`config.mk`:
```
export PLATFORM = sky130hd
export DESIGN_NAME = record_marker_bounds_finder
export DESIGN_NICKNAME = d
export VERILOG_FILES = /design/src/rtl/core/rmbf_pkg.sv /design/src/rtl/core/rmbf_req_reg.sv /design/src/rtl/core/rmbf_scanner.sv /design/src/rtl/core/rmbf_rsp_reg.sv /design/src/rtl/core/record_marker_bounds_finder.sv
export SDC_FILE = /design/constraint.sdc
export NUM_CORES = 1
export LEC_CHECK = 0
export BUFFER_PORTS_ARGS = -buffer_cell sky130_fd_sc_hd__buf_2
export CORE_MARGIN = 5
export CORE_UTILIZATION = 45
export CTS_CLUSTER_DIAMETER = 120
export DETAILED_ROUTE_END_ITERATION = 8
export RECOVER_POWER = 25
export SYNTH_ARGS = -nofsm -noshare
export SYNTH_HDL_FRONTEND = slang
export SYNTH_SLANG_ARGS = --single-unit
export TNS_END_PERCENT = 100
```
`constraint.sdc`:
```
create_clock -name clock -period 8.21 [get_ports clock]
set_input_delay 1.642 -clock clock [delete_from_list [all_inputs] [get_ports clock]]
set_output_delay 1.642 -clock clock [all_outputs]
set_load 0.01 [all_outputs]
```
`src/rtl/core/rmbf_pkg.sv`:
```
// Types, marker constants and offset helpers for the record marker bounds finder.
// Depends on nothing; used by every module of the block but the checker.
package rmbf_pkg;

   localparam int OFFSET_BITS = 32;
   localparam int FIELD_BITS  = 32;
   localparam int WIN_LEN     = 15;
   localparam int START_LEN   = 15;
   localparam int END_LEN     = 13;
   localparam int WIN_BITS    = WIN_LEN * 8;
   localparam int START_BITS  = START_LEN * 8;
   localparam int END_BITS    = END_LEN * 8;
   localparam int FILL_BITS   = $clog2(WIN_LEN + 1);

   // oldest byte in the most significant position
   localparam logic [START_BITS-1:0] START_MARKER = {"# start record", 8'h0A};
   localparam logic [END_BITS-1:0]   END_MARKER   = {"# end record", 8'h0A};

   typedef logic [OFFSET_BITS-1:0] offset_type;
   typedef logic [WIN_BITS-1:0]    window_type;
   typedef logic [FILL_BITS-1:0]   fill_type;

   typedef struct packed {
      logic [7:0]            data_byte;
      logic [FIELD_BITS-1:0] byte_offset;
      logic                  last_byte;
   } req_type;

   typedef struct packed {
      logic                  valid;
      logic                  found;
      logic [FIELD_BITS-1:0] record_start;
      logic [FIELD_BITS-1:0] record_end;
   } res_type;

   function automatic offset_type to_offset(input logic [FIELD_BITS-1:0] value);
      logic [63:0] wide;
      wide = 64'(value);
      return wide[OFFSET_BITS-1:0];
   endfunction

   function automatic logic [FIELD_BITS-1:0] to_field(input offset_type value);
      logic [63:0] wide;
      wide = 64'(value);
      return wide[FIELD_BITS-1:0];
   endfunction

endpackage

```
`src/rtl/core/rmbf_req_reg.sv`:
```
// Request register: holds one incoming byte request ahead of the scanner.
// Depends on rmbf_pkg.
module rmbf_req_reg (
   input  logic             clock,
   input  logic             reset,
   input  logic             req_valid,
   output logic             req_stall,
   input  logic [7:0]       req_data_byte,
   input  logic [31:0]      req_byte_offset,
   input  logic             req_last_byte,
   input  logic             advance,
   output logic             item_valid,
   output rmbf_pkg::req_type item
);

   logic              valid_ff;
   logic              valid_in;
   rmbf_pkg::req_type item_ff;
   logic              in_free;

   assign in_free   = !valid_ff || advance;
   assign req_stall = !in_free;
   assign valid_in  = in_free ? req_valid : valid_ff;

   always_ff @(posedge clock) begin
      if (reset) begin
         valid_ff <= 1'b0;
      end else begin
         valid_ff <= valid_in;
      end
   end

   always_ff @(posedge clock) begin
      if (req_valid && in_free) begin
         item_ff.data_byte   <= req_data_byte;
         item_ff.byte_offset <= req_byte_offset;
         item_ff.last_byte   <= req_last_byte;
      end
   end

   assign item_valid = valid_ff;
   assign item       = item_ff;

endmodule

```
`src/rtl/core/rmbf_scanner.sv`:
```
// Scanner: byte window, search phase, start position and marker compare.
// Depends on rmbf_pkg.
module rmbf_scanner (
   input  logic              clock,
   input  logic              reset,
   input  logic              fire,
   input  rmbf_pkg::req_type item,
   output rmbf_pkg::res_type res
);

   rmbf_pkg::window_type window_ff, window_in, shifted;
   rmbf_pkg::fill_type   fill_ff, fill_in, fill_inc;
   logic                 seeking_end_ff, seeking_end_in;
   rmbf_pkg::offset_type start_position_ff, start_position_in;
   rmbf_pkg::offset_type offset;
   logic                 start_hit;
   logic                 end_hit;

   assign shifted  = {window_ff[rmbf_pkg::WIN_BITS-9:0], item.data_byte};
   assign fill_inc = (fill_ff == rmbf_pkg::FILL_BITS'(rmbf_pkg::WIN_LEN)) ?
                     fill_ff : fill_ff + 1'b1;
   assign offset   = rmbf_pkg::to_offset(item.byte_offset);

   assign start_hit = !seeking_end_ff
                   && (fill_inc >= rmbf_pkg::FILL_BITS'(rmbf_pkg::START_LEN))
                   && (shifted[rmbf_pkg::START_BITS-1:0] == rmbf_pkg::START_MARKER);
   assign end_hit   = seeking_end_ff
                   && (fill_inc >= rmbf_pkg::FILL_BITS'(rmbf_pkg::END_LEN))
                   && (shifted[rmbf_pkg::END_BITS-1:0] == rmbf_pkg::END_MARKER);

   always_comb begin
      window_in         = window_ff;
      fill_in           = fill_ff;
      seeking_end_in    = seeking_end_ff;
      start_position_in = start_position_ff;
      if (fire) begin
         if (start_hit) begin
            start_position_in = offset - rmbf_pkg::OFFSET_BITS'(rmbf_pkg::START_LEN - 1);
         end
         if (item.last_byte) begin
            window_in      = '0;
            fill_in        = '0;
            seeking_end_in = 1'b0;
         end else begin
            window_in      = shifted;
            fill_in        = fill_inc;
            seeking_end_in = start_hit ? 1'b1 : (end_hit ? 1'b0 : seeking_end_ff);
         end
      end
   end

   always_ff @(posedge clock) begin
      if (reset) begin
         window_ff         <= '0;
         fill_ff           <= '0;
         seeking_end_ff    <= 1'b0;
         start_position_ff <= '0;
      end else begin
         window_ff         <= window_in;
         fill_ff           <= fill_in;
         seeking_end_ff    <= seeking_end_in;
         start_position_ff <= start_position_in;
      end
   end

   always_comb begin
      res.valid        = fire && (end_hit || item.last_byte);
      res.found        = end_hit;
      res.record_start = end_hit ? rmbf_pkg::to_field(start_position_ff) : '0;
      res.record_end   = end_hit ? rmbf_pkg::to_field(offset + 1'b1) : '0;
   end

endmodule

```
`src/rtl/core/rmbf_rsp_reg.sv`:
```
// Response register: holds one result until the receiver takes it.
// Depends on rmbf_pkg.
module rmbf_rsp_reg (
   input  logic              clock,
   input  logic              reset,
   input  rmbf_pkg::res_type res,
   output logic              advance,
   output logic              rsp_valid,
   input  logic              rsp_stall,
   output logic              rsp_found,
   output logic [31:0]       rsp_record_start,
   output logic [31:0]       rsp_record_end
);

   logic        valid_ff, valid_in;
   logic        found_ff;
   logic [31:0] start_ff;
   logic [31:0] end_ff;

   assign advance  = !valid_ff || !rsp_stall;
   assign valid_in = advance ? res.valid : valid_ff;

   always_ff @(posedge clock) begin
      if (reset) begin
         valid_ff <= 1'b0;
      end else begin
         valid_ff <= valid_in;
      end
   end

   always_ff @(posedge clock) begin
      if (advance && res.valid) begin
         found_ff <= res.found;
         start_ff <= res.record_start;
         end_ff   <= res.record_end;
      end
   end

   assign rsp_valid        = valid_ff;
   assign rsp_found        = found_ff;
   assign rsp_record_start = start_ff;
   assign rsp_record_end   = end_ff;

endmodule

```
`src/rtl/core/record_marker_bounds_finder.sv`:
```
// Top level of the record marker bounds finder.
// Depends on rmbf_pkg, rmbf_req_reg, rmbf_scanner and rmbf_rsp_reg.
//
// Usage:
//   Request channel (req_*): one buffer byte per request with its offset and
//   an end-of-buffer flag. Response channel (rsp_*): at most one response per
//   request, either found with the record's start offset and the offset just
//   past the end marker, or not found (bounds zero) on a buffer's final byte
//   when that byte does not close a record.
//   Response path: an accepted request passes the request register, the
//   combinational scanner and the response register, and is taken when the receiver does not stall.
//   Throughput: one request per cycle while the receiver does not stall,
//   set by the combinational compare of the 15-byte window against both markers.
//   Reset: synchronous, active high; empties both registers, clears the
//   window, fill count, search phase and start position.
//   Stall: while rsp_stall holds a response, a further request is still
//   taken into the request register; req_stall rises only when both
//   registers are full and the response is not being taken.
module record_marker_bounds_finder (
   input  logic        clock,
   input  logic        reset,
   input  logic        req_valid,
   output logic        req_stall,
   input  logic [7:0]  req_data_byte,
   input  logic [31:0] req_byte_offset,
   input  logic        req_last_byte,
   output logic        rsp_valid,
   input  logic        rsp_stall,
   output logic        rsp_found,
   output logic [31:0] rsp_record_start,
   output logic [31:0] rsp_record_end
);

   logic              advance;
   logic              item_valid;
   logic              fire;
   rmbf_pkg::req_type item;
   rmbf_pkg::res_type res;

   assign fire = item_valid && advance;

   rmbf_req_reg u_req_reg (
      .clock           (clock),
      .reset           (reset),
      .req_valid       (req_valid),
      .req_stall       (req_stall),
      .req_data_byte   (req_data_byte),
      .req_byte_offset (req_byte_offset),
      .req_last_byte   (req_last_byte),
      .advance         (advance),
      .item_valid      (item_valid),
      .item            (item)
   );

   rmbf_scanner u_scanner (
      .clock (clock),
      .reset (reset),
      .fire  (fire),
      .item  (item),
      .res   (res)
   );

   rmbf_rsp_reg u_rsp_reg (
      .clock            (clock),
      .reset            (reset),
      .res              (res),
      .advance          (advance),
      .rsp_valid        (rsp_valid),
      .rsp_stall        (rsp_stall),
      .rsp_found        (rsp_found),
      .rsp_record_start (rsp_record_start),
      .rsp_record_end   (rsp_record_end)
   );

endmodule

```
==> qor.log, run 1 <==
INFO  detailed_routing remaining_design_rule_violation_count=0
INFO  die            ios=112
INFO  yosys          synth.most_common_cell=sky130_fd_sc_hd__dfxtp_1
INFO  yosys          simple_gate_share_of_the_synthesized_area=26.2%
INFO  die            dieArea=28900squm
INFO  clock_network  cts_hold_buf=0
INFO  cells_and_area number_of_nets_in_the_layout=1222
INFO  yosys          synth_flop_cell=sky130_fd_sc_hd__dfxtp_1
INFO  placement      quantity_of_i_o_buffers_inserted_on_ports=111
INFO  pwr            switching_portion_of_total_power=21.4%
INFO  placement      finalWeightedCongestion=0.805
INFO  yosys          yosys_register_bits=257
INFO  timing         final_max_slew_viol_count=102
INFO  hold_path      hold-path-cell-count=2
INFO  yosys          synthTopCellsByArea=sky130_fd_sc_hd__edfxtp_1, sky130_fd_sc_hd__dfxtp_1, sky130_fd_sc_hd__nand3b_1
INFO  yosys          synth.lib_cells_used.distinct=62
INFO  outcome        run_status=finished with violations
INFO  yosys          yosysWarningCount=0
INFO  worst_setup_path critPathLaunchType=primary input
INFO  clock_network  cts_tree=built
INFO  worst_setup_path critical_path.max_fanout=96
INFO  timing         fin_setup_tns=0ns
INFO  pwr            seq_power_share=47.3%
INFO  worst_setup_path cp.required=8.52ns
INFO  grt            via_count_of_the_first_global_routing_pass=8273
INFO  yosys          yosys-mux-area-fraction=0.0869%
INFO  timing         max_slew_margin=-95.2%
INFO  yosys          post-synth-top-area-fraction=27.6%
INFO  worst_setup_path timing.setup.critical_path_class=in2reg
INFO  placement      place.detailed.hpwl=18.6mm
INFO  clock_network  cts_sinks=257
INFO  worst_setup_path r2r_cells=6
INFO  detailed_routing route.vias.total=8781
INFO  detailed_routing routed_wire_length_per_instance=19.0microns
INFO  clock_network  insertion_delay_to_the_later_sink_of_the_worst_skew_pair=0.55ns
INFO  timing         layout_skew=0.0236ns
INFO  yosys          synth_compound_area_share=11.3%
INFO  yosys          yosysSeqAreaShare=53.9%
INFO  pwr            cellPowerDensity=220nW/um^2
INFO  pwr            vdd_ir_drop_max=175uV
INFO  worst_setup_path data_arrival_critical_path=5.02ns
INFO  clock_network  cts_inserted_buffers=28
INFO  detailed_routing routed_wirelength=28.9mm
INFO  yosys          synth_enable_flop_cells=106
INFO  pwr            combinationalPowerShare=3.8%
INFO  yosys          netlist_area=11500squm
INFO  hold_path      timing.hold.worst.class=reg2reg
INFO  detailed_routing firstDrtPassIters=5
INFO  grt            largest_net_degree_at_the_start_of_global_routing=120
INFO  die            design.core.area=25200squm
INFO  timing         maximum_clock_rate=212MHz
INFO  clock_network  cts_buffer_depth=3
INFO  pwr            net_switching_power=0.621mW
INFO  outcome        failed_checks=max-capacitance violations, max-slew violations
INFO  clock_network  worst_setup_hold_path_clk_slew=0.06ns
INFO  pwr            overall_power_consumption=2.90mW
INFO  yosys          postSynthNetCount=1169
INFO  die            floorplan.initialDensity=45.8%
INFO  grt            grt_first_pass_wirelength=46.2mm
INFO  yosys          post_synthesis_share_of_cell_area_spent_on_full_adders_half_adders_and_majority_gates=0.326%
INFO  yosys          top_cell_types_by_occurrence_after_synthesis=sky130_fd_sc_hd__dfxtp_1, sky130_fd_sc_hd__nand2_1, sky130_fd_sc_hd__a21oi_1
INFO  cells_and_area finalCoreUtilization=52.3%
INFO  worst_setup_path setup.worst_path.end_class=flip-flop
INFO  timing         transition_at_the_pin_with_the_smallest_max_transition_slack=2.93ns
INFO  cells_and_area synthToLayoutAreaGrowth=14.4%
INFO  detailed_routing average_via_count_per_standard_cell=5.75
INFO  yosys          synthDominantAreaCellType=sky130_fd_sc_hd__edfxtp_1
INFO  grt            grt_antenna_before_repair=1
INFO  clock_network  cts_max_level=1
INFO  detailed_routing ant_nets=0
INFO  die            fp-row-count=58
INFO  die            die_height=170microns
INFO  timing         setup_repair_after_global_routing_missed_its_margin=false
INFO  timing         setup_viol_count_final=0
INFO  pwr            intPower=2.28mW
INFO  grt            global_route.overflow_total=0
INFO  yosys          parity_gate_share_of_the_synthesized_area_counting_xor_and_xnor_cells=4.10%
INFO  grt            grt_use_total=19.5%
INFO  timing         period_share=57.4%
INFO  cells_and_area drive_above_1_share=14.4%
INFO  die            floorplan.die.width=170microns
INFO  pwr            clockPowerShare=48.9%
INFO  detailed_routing drtIter0Drc=843
INFO  timing         count_of_final_hold_check_violations=0
INFO  timing         fin_worst_hold_slack=0.450ns
INFO  yosys          combinational_family_with_the_most_area_after_synthesis=simple AND/OR/NAND/NOR gates
INFO  yosys          netlist_instances=1121
INFO  clock_network  ctsRootBufferMaster=sky130_fd_sc_hd__clkbuf_16
INFO  yosys          syn_area_per_cell=10.3squm
INFO  clock_network  number_of_instances_resized_during_post_cts_repair=0
INFO  pwr            p_leak=4.27nW
INFO  timing         post-route-min-period=4.71ns
INFO  flow_run       max_cap_viol_count=2
INFO  yosys          asyncSetResetFlopFracSynth=0%
INFO  clock_network  cts_setup_buffers=0
-- final timing paths --
check	start	endpoint	slack (ns)
min	u_scanner.window_ff[109]	u_scanner.window_ff[109]	0.45
max reg2reg	u_req_reg.item[35]	u_rsp_reg.rsp_record_end[7]	4.39
min reg2reg	u_scanner.window_ff[109]	u_scanner.window_ff[109]	0.45
max	reset	u_rsp_reg.rsp_valid	3.50
-- final cells by class --
| type | count | area, sq um |
|---|---|---|
| fillers | 2290 | 12000 |
| multi-input cells | 758 | 4890 |
| clock inverters | 21 | 312 |
| inverters | 8 | 30.0 |
| diodes | 1 | 2.50 |
| well taps | 330 | 413 |
| flip-flops and latches | 257 | 6210 |
| clock buffers | 31 | 733 |
| repair buffers | 121 | 591 |
-- registers in the layout, summed over array words and instances (netlist names) --
name,flops
u_scanner.window_ff,112
u_req_reg.item,41
u_rsp_reg.rsp_record_end,32
u_rsp_reg.rsp_record_start,32
u_scanner.start_position_ff,32
u_scanner.fill_ff,4
u_req_reg.item_valid,1
u_rsp_reg.rsp_found,1
u_rsp_reg.rsp_valid,1
u_scanner.seeking_end_ff,1
-- power by group through the flow --
stage	Combinational, mW	Clock [mW]	Sequential, mW
detailed placement	0.110	0	1.40
CTS	0.111	1.45	1.37
global placement	0.111	0	1.40
finish	0.109	1.42	1.37
floorplan	0.0859	0	1.38
global route	0.120	1.50	1.37
-- per-stage QoR --
stage | setup slack [ns] | instances | instance area (sq um)
after detailed placement | 3.57 | 1474 | 12200
final | 3.50 | 1527 | 13200
after floorplan | 2.91 | 1121 | 11500
after CTS | 4.14 | 1526 | 13200
after global placement | 3.59 | 1474 | 12200
after global routing | 3.20 | 1527 | 13200
-- layer usage --
layer,vias up,wire length (microns),track usage [%]
met3,39,2010,2.69
met4,0,501,4.44
met1,4220,14400,30.9
li1,4228,-,-
met2,294,12000,28.2
met5,-,0,0
-- cells in the final DEF (no fill, tap or decap), types with 18 or more instances in the layout --
cell	Yosys	layout
sky130_fd_sc_hd__a21oi_1	119	119
sky130_fd_sc_hd__a41oi_1	25	25
sky130_fd_sc_hd__and2_1	36	36
sky130_fd_sc_hd__buf_2	9	82
sky130_fd_sc_hd__clkbuf_1	74	32
sky130_fd_sc_hd__clkbuf_16	0	29
sky130_fd_sc_hd__dfxtp_1	151	151
sky130_fd_sc_hd__edfxtp_1	106	106
sky130_fd_sc_hd__nand2_1	134	133
sky130_fd_sc_hd__nand3b_1	112	112
sky130_fd_sc_hd__nand4_1	27	27
sky130_fd_sc_hd__nor2_1	56	55
sky130_fd_sc_hd__nor3_1	23	23
sky130_fd_sc_hd__nor4_1	18	18
sky130_fd_sc_hd__nor4bb_1	18	18
sky130_fd_sc_hd__xnor2_1	44	44
-- critical path, cell delays in order --
cell and delay (ns):
sky130_fd_sc_hd__clkbuf_1 2.03, sky130_fd_sc_hd__buf_4 1.06, sky130_fd_sc_hd__nand2b_1 0.21, sky130_fd_sc_hd__o22ai_1 0.06
-- cells by family after synthesis --
logic type                 Yosys count
xor gates and xnor gates            54
and+or+nand+nor                    500
buffers and inverters              106
AOI/OAI and AO/OA                  200
muxes                                1
DFF                                257
adders and majority gates            3
No activity file was read; power rests on OpenSTA's default activity.
==> run 2: changes to the inputs <==
Settings changed: PLACE_DENSITY from default to 0.66.
Clock period 8.21 ns to 3.9 ns, I/O delays scaled along.
==> run 2 against run 1 <==
  * The flow still finishes with violations (max-capacitance violations, max-slew violations)
  * Clock power up 89%
  * Via count grew 0.49%
  * Sequential power increased by 110%
  * Clock skew is 0.011 ns lower
==> qor.log, run 2 (synthesized netlist as in run 1, its figures left out) <==
INFO  cells_and_area fill_cells=2268 [-0.96%]
INFO  detailed_routing route.vias.total=8824 [+0.49%]
INFO  timing         max_slew_margin=-80.4% [+15 points]
INFO  grt            grt_antenna_before_repair=0 [-1]
INFO  cells_and_area flip_flop_count_of_the_largest_register_after_layout=112 [unchanged]
INFO  cells_and_area synthToLayoutAreaGrowth=14.5% [about the same]
INFO  worst_setup_path data_arrival_critical_path=3.21ns [-1.81 ns]
INFO  timing         fin_setup_tns=0ns [unchanged]
INFO  cells_and_area mostFrequentLayoutCell=sky130_fd_sc_hd__dfxtp_1
INFO  grt            grt_use_total=19.3% [-0.15 points]
INFO  worst_setup_path r2r_end=u_req_reg.item[1]
INFO  cells_and_area number_of_nets_in_the_layout=1229 [+0.57%]
INFO  outcome        run_status=finished with violations
INFO  timing         count_of_final_hold_check_violations=0 [unchanged]
INFO  pwr            p_leak=4.38nW [+2.5%]
INFO  clock_network  cts_inserted_buffers=28 [unchanged]
INFO  clock_network  ctsRootBufferMaster=sky130_fd_sc_hd__clkbuf_16
INFO  die            floorplan.initialDensity=45.8% [unchanged]
INFO  worst_setup_path critical_path.max_fanout=41 [-57%]
INFO  timing         maximum_clock_rate=321MHz
INFO  detailed_routing routed_wire_length_per_instance=18.7microns [-1.2%]
INFO  hold_path      timing.hold.worst.class=in2reg
INFO  cells_and_area n_antenna_cell=0 [-1]
INFO  cells_and_area layout.area.seq=6210squm [unchanged]
INFO  detailed_routing drtIter0Drc=813 [-3.6%]
INFO  cells_and_area drive_above_1_share=16.7% [+2.4 points]
INFO  cells_and_area postLayoutCellArea=13200squm [about the same]
INFO  clock_network  cts_sinks=257 [unchanged]
INFO  worst_setup_path worst_reg2reg_setup_slack=0.80ns [-3.59 ns]
INFO  worst_setup_path critPathLaunchType=primary input
INFO  cells_and_area area_occupied_by_multi_input_gates=4890squm [unchanged]
INFO  cells_and_area finalCoreUtilization=52.4% [about the same]
INFO  clock_network  cts_buffer_depth=3 [unchanged]
INFO  die            ios=112 [unchanged]
INFO  placement      place_ws=0.841ns [-2.73 ns]
INFO  die            die_height=170microns [unchanged]
INFO  worst_setup_path slowest_delay=1.90ns [-0.13 ns]
INFO  detailed_routing average_via_count_per_standard_cell=5.76 [+0.23%]
INFO  clock_network  worst_setup_hold_path_clk_slew=0.06ns [about the same]
INFO  grt            via_count_of_the_first_global_routing_pass=8274 [+0.012%]
INFO  timing         period_share=79.8%
INFO  pwr            cellPowerDensity=441nW/um^2 [+100%]
INFO  flow_run       max_cap_viol_count=2 [unchanged]
INFO  cells_and_area most-common-layout-cells=sky130_fd_sc_hd__dfxtp_1, sky130_fd_sc_hd__nand2_1, sky130_fd_sc_hd__a21oi_1
INFO  placement      place.detailed.hpwl=18.9mm [+1.5%]
INFO  clock_network  cts_max_level=1 [unchanged]
INFO  outcome        failed_checks=max-capacitance violations, max-slew violations
INFO  timing         layout_skew=0.0122ns [-0.0114 ns]
INFO  clock_network  cts_tree=built
INFO  cells_and_area finalNonFillerCells=1531 [+0.26%]
INFO  timing         setup_repair_after_global_routing_missed_its_margin=false
INFO  clock_network  cts_hold_buf=0 [unchanged]
INFO  clock_network  cts_setup_buffers=0 [unchanged]
INFO  worst_setup_path setup_crit_end=u_req_reg.item[1]
INFO  detailed_routing remaining_design_rule_violation_count=0 [unchanged]
INFO  worst_setup_path critical-path-slowest-cell=sky130_fd_sc_hd__clkbuf_1
INFO  worst_setup_path crit_path_start=rsp_stall
INFO  detailed_routing routed_wirelength=28.7mm [-0.98%]
INFO  cells_and_area largest-register=u_scanner.window_ff
INFO  clock_network  number_of_instances_resized_during_post_cts_repair=0 [unchanged]
INFO  worst_setup_path r2r_cells=3 [-3]
INFO  clock_network  insertion_delay_to_the_later_sink_of_the_worst_skew_pair=0.54ns [about the same]
INFO  detailed_routing firstDrtPassIters=7 [+2]
INFO  placement      quantity_of_i_o_buffers_inserted_on_ports=111 [unchanged]
INFO  timing         finalWorstSetupSlack=0.787ns [-2.71 ns]
INFO  detailed_routing ant_nets=0 [unchanged]
INFO  grt            largest_net_degree_at_the_start_of_global_routing=119 [-0.83%]
INFO  grt            global_route.overflow_total=0 [unchanged]
INFO  worst_setup_path worst_r2r_startpoint=u_req_reg.item_valid
INFO  grt            grt_first_pass_wirelength=45.9mm [-0.72%]
INFO  timing         setup_viol_count_final=0 [unchanged]
INFO  die            dieArea=28900squm [unchanged]
INFO  placement      place_area=12200squm [+0.53%]
INFO  worst_setup_path cp.required=3.99ns [-4.53 ns]
INFO  timing         transition_at_the_pin_with_the_smallest_max_transition_slack=2.71ns [-0.222 ns]
INFO  die            floorplan.die.width=170microns [unchanged]
INFO  timing         final_max_slew_viol_count=161 [+58%]
INFO  pwr            vdd_ir_drop_max=263uV [+50%]
INFO  worst_setup_path timing.setup.critical_path_class=in2reg
INFO  placement      finalWeightedCongestion=0.824 [+2.3%]
INFO  die            fp-row-count=58 [unchanged]
INFO  worst_setup_path setup.worst_path.end_class=flip-flop
INFO  hold_path      hp-start=req_byte_offset[14]
INFO  die            design.core.area=25200squm [unchanged]
INFO  timing         post-route-min-period=3.11ns
INFO  placement      placedCellCount=1481 [+0.47%]
INFO  worst_setup_path cp_cell_sequence=buf_2 > and3_1 > nor2b_4 > clkbuf_1
run 2: metal layers:
metal	GRT usage, %	part of all wire, %
met5	0	0
met4	5.10	2.4
met3	3.00	6.2
met2	28.3	42
met1	29.8	49
run 2: power by group:
part	internal, mW	leakage [nW]	switching [mW]	total, mW
logic	0.0832	1.55	0.152	0.235
clock network	1.66	0.477	1.03	2.69
registers	2.83	2.35	0.0557	2.89
run 2: final cells by class:
| cell class | count | area share (%) |
|---|---|---|
| flip-flops and latches | 257 | 47.0 |
| multi-input cells | 758 | 37.1 |
| clock buffers | 46 | 6.94 |
| repair buffers | 128 | 5.21 |
| well taps | 330 | 3.13 |
| clock inverters | 4 | 0.341 |
| inverters | 8 | 0.228 |
run 2: critical path: cells and delay by family:
family	cells	cell delay (ns)
buffers and inverters	2	2.03
AND/OR/NAND/NOR	2	0.34
run 2: worst min path at each step:
stage          slack (ns)  cells after the start                       end
6_report             0.42                      1        u_req_reg.item[15]
5_1_grt              0.39                      1        u_req_reg.item[27]
4_1_cts              0.39                      1        u_req_reg.item[15]
3_5_place_dp         0.44                      2  u_scanner.window_ff[104]
3_3_place_gp         0.44                      2  u_scanner.window_ff[104]
2_1_floorplan        0.43                      2  u_scanner.window_ff[105]
run 2: stage by stage:
step / power [mW] / hold slack, ns
floorplan: 3.09 / 0.427
global placement: 3.18 / 0.436
detailed placement: 3.18 / 0.440
CTS: 5.86 / 0.395
global route: 6.01 / 0.393
finish: 5.81 / 0.415
==> run 3: changes to the inputs <==
Settings changed: PLACE_DENSITY 0.66 to default.
Clock period 3.9 ns to 3.2 ns, I/O delays scaled along.
==> run 3 against run 2 <==
  * The flow now finishes without violations
  * First-iteration DRC count down 1.5%
  * Via count did not move
  * Register-to-register slack worse by 0.26 ns
  * Sequential share of layout area down 0.42 points
  * Count of clock-buffer cells in the layout is 12 lower
  * Clock skew is 0.0037 ns higher
  * Cell count increased by 0.65%
  * Wire length grew 2.4%
  * Largest power group is now clock
  * Critical path type is now reg2reg
==> qor.log, run 3 (synthesized netlist as in run 1, its figures left out) <==
INFO  worst_setup_path data_arrival_critical_path=2.86ns [-0.35 ns]
INFO  timing         post-route-min-period=2.66ns
INFO  die            floorplan.die.width=170microns [unchanged]
INFO  grt            via_count_of_the_first_global_routing_pass=8192 [-0.99%]
INFO  clock_network  cts_setup_buffers=0 [unchanged]
INFO  clock_network  number_of_instances_resized_during_post_cts_repair=0 [unchanged]
INFO  cells_and_area layout.area.seq=6210squm [unchanged]
INFO  clock_network  worst_setup_hold_path_clk_slew=0.06ns [about the same]
INFO  timing         final_max_slew_viol_count=0 [-100%]
INFO  worst_setup_path timing.setup.critical_path_class=reg2reg
INFO  pwr            intPower=5.78mW [+26%]
INFO  cells_and_area number_of_nets_in_the_layout=1236 [+0.57%]
INFO  placement      finalWeightedCongestion=0.844 [+2.5%]
INFO  clock_network  cts_tree=built
INFO  timing         maximum_clock_rate=376MHz
INFO  pwr            seq_power_share=47.7% [-2.0 points]
INFO  timing         finalWorstSetupSlack=0.540ns [-0.247 ns]
INFO  die            dieArea=28900squm [unchanged]
INFO  cells_and_area drive_above_1_share=16.0% [-0.70 points]
INFO  detailed_routing routed_wirelength=29.3mm [+2.4%]
INFO  timing         setup_repair_after_global_routing_missed_its_margin=false
INFO  die            ios=112 [unchanged]
INFO  clock_network  ctsRootBufferMaster=sky130_fd_sc_hd__clkbuf_16
INFO  clock_network  insertion_delay_to_the_later_sink_of_the_worst_skew_pair=0.54ns [about the same]
INFO  timing         period_share=83.1%
INFO  grt            global_route.overflow_total=0 [unchanged]
INFO  worst_setup_path setup.worst_path.end_class=flip-flop
INFO  worst_setup_path critical-path-slowest-cell=sky130_fd_sc_hd__dfxtp_1
INFO  worst_setup_path cp_cell_sequence=ha_1 > and3_1 > nor2_1 > a211oi_1 > a31oi_1 > nor2_4 > buf_12
INFO  cells_and_area most-common-layout-cells=sky130_fd_sc_hd__dfxtp_1, sky130_fd_sc_hd__nand2_1, sky130_fd_sc_hd__a21oi_1
INFO  pwr            combinationalPowerShare=4.0% [about the same]
INFO  clock_network  cts_sinks=257 [unchanged]
INFO  cells_and_area fill_cells=2293 [+1.1%]
INFO  worst_setup_path slowest_delay=0.49ns [-1.41 ns]
INFO  placement      place.detailed.hpwl=19.4mm [+3.1%]
INFO  detailed_routing remaining_design_rule_violation_count=0 [unchanged]
INFO  placement      quantity_of_i_o_buffers_inserted_on_ports=111 [unchanged]
INFO  detailed_routing ant_nets=0 [unchanged]
INFO  timing         max_slew_margin=16.3% [+97 points]
INFO  hold_path      timing.hold.worst.class=in2reg
INFO  pwr            p_leak=4.36nW [-0.44%]
INFO  cells_and_area synthToLayoutAreaGrowth=15.5%
INFO  grt            grt_antenna_before_repair=0 [unchanged]
INFO  timing         layout_skew=0.0159ns [+0.00366 ns]
INFO  clock_network  cts_max_level=1 [unchanged]
INFO  cells_and_area flip_flop_count_of_the_largest_register_after_layout=112 [unchanged]
INFO  timing         count_of_final_hold_check_violations=0 [unchanged]
INFO  die            design.core.area=25200squm [unchanged]
INFO  cells_and_area area_occupied_by_multi_input_gates=4890squm [unchanged]
INFO  cells_and_area largest-register=u_scanner.window_ff
INFO  timing         fin_setup_tns=0ns [unchanged]
INFO  outcome        run_status=complete, no violations
INFO  die            floorplan.initialDensity=45.8% [unchanged]
INFO  clock_network  cts_buffer_depth=3 [unchanged]
INFO  clock_network  cts_hold_buf=0 [unchanged]
INFO  pwr            net_switching_power=1.59mW [+28%]
INFO  pwr            cellPowerDensity=553nW/um^2 [+26%]
INFO  pwr            vdd_ir_drop_max=410uV [+56%]
INFO  timing         setup_viol_count_final=0 [unchanged]
INFO  worst_setup_path cp.required=3.40ns [-0.59 ns]
INFO  worst_setup_path critPathLaunchType=flip-flop
INFO  detailed_routing drtIter0Drc=801 [-1.5%]
INFO  flow_run       max_cap_viol_count=0 [-2]
INFO  grt            grt_use_total=19.6% [+0.26 points]
INFO  grt            largest_net_degree_at_the_start_of_global_routing=88 [-26%]
INFO  detailed_routing route.vias.total=8824 [unchanged]
INFO  die            fp-row-count=58 [unchanged]
INFO  detailed_routing average_via_count_per_standard_cell=5.73 [-0.65%]
INFO  timing         transition_at_the_pin_with_the_smallest_max_transition_slack=1.26ns [-1.45 ns]
INFO  pwr            clockPowerShare=48.2% [+1.9 points]
INFO  die            die_height=170microns [unchanged]
INFO  placement      place_ws=0.591ns [-0.250 ns]
INFO  clock_network  cts_inserted_buffers=28 [unchanged]
INFO  cells_and_area mostFrequentLayoutCell=sky130_fd_sc_hd__dfxtp_1
INFO  worst_setup_path critical_path.max_fanout=65 [+59%]
INFO  pwr            switching_portion_of_total_power=21.5% [+0.16 points]
INFO  detailed_routing routed_wire_length_per_instance=19.0microns [+1.7%]
INFO  grt            grt_first_pass_wirelength=46.2mm [+0.75%]
INFO  detailed_routing firstDrtPassIters=7 [unchanged]
## run 3: layout make-up
type,instances,area share [%]
antenna,1,0.0188
multi-input combinational,758,36.8
clock inverter,18,1.92
inverter,8,0.226
timing repair buffer,135,5.45
clock buffer,34,5.89
tap,330,3.10
sequential,257,46.6
## run 3: per-stage QoR
step	utilization, %	hold WS [ns]	instances	power (mW)	area (sq um)
floorplan	-	0.427	1121	3.77	11500
global placement	48.9	0.438	1488	3.88	12300
detailed placement	48.9	0.445	1488	3.88	12300
CTS	53.0	0.257	1540	7.43	13300
global route	52.9	0.256	1540	7.60	13300
finish	52.9	0.274	1541	7.37	13300
## run 3: worst paths after layout
kind | start | end | slack (ns) | depth (start not counted)
min | req_byte_offset[3] | u_req_reg.item[4] | 0.27 | 1
max | u_scanner.fill_ff[0] | u_rsp_reg.rsp_record_start[3] | 0.54 | 7
min reg2reg | u_scanner.window_ff[104] | u_scanner.window_ff[104] | 0.45 | 2
max reg2reg | u_scanner.fill_ff[0] | u_rsp_reg.rsp_record_start[3] | 0.54 | 7
## run 3: worst max-delay path: cells and delay by family (launching register included)
family | cells | cell delay [ns]
AND/OR/NAND/NOR | 3 | 0.44
adder cells (fa/ha/maj) | 1 | 0.33
buffers and inverters | 1 | 0.30
flip-flops | 1 | 0.49
AO/OA/AOI/OAI | 2 | 0.69
## run 3: power by group through the flow
stage	registers [mW]	logic [mW]	clock network [mW]
after floorplan	3.55	0.222	0
after CTS	3.51	0.300	3.62
after global placement	3.58	0.300	0
after global routing	3.52	0.323	3.76
after detailed placement	3.58	0.299	0
final	3.51	0.298	3.55
## run 3: metal layers
metal / vias up / track usage [%] / wire length, microns
met5: - / 0 / 0
met4: 0 / 4.06 / 482
li1: 4250 / - / -
met2: 277 / 27.6 / 12200
met3: 38 / 3.65 / 2000
met1: 4259 / 31.3 / 14700
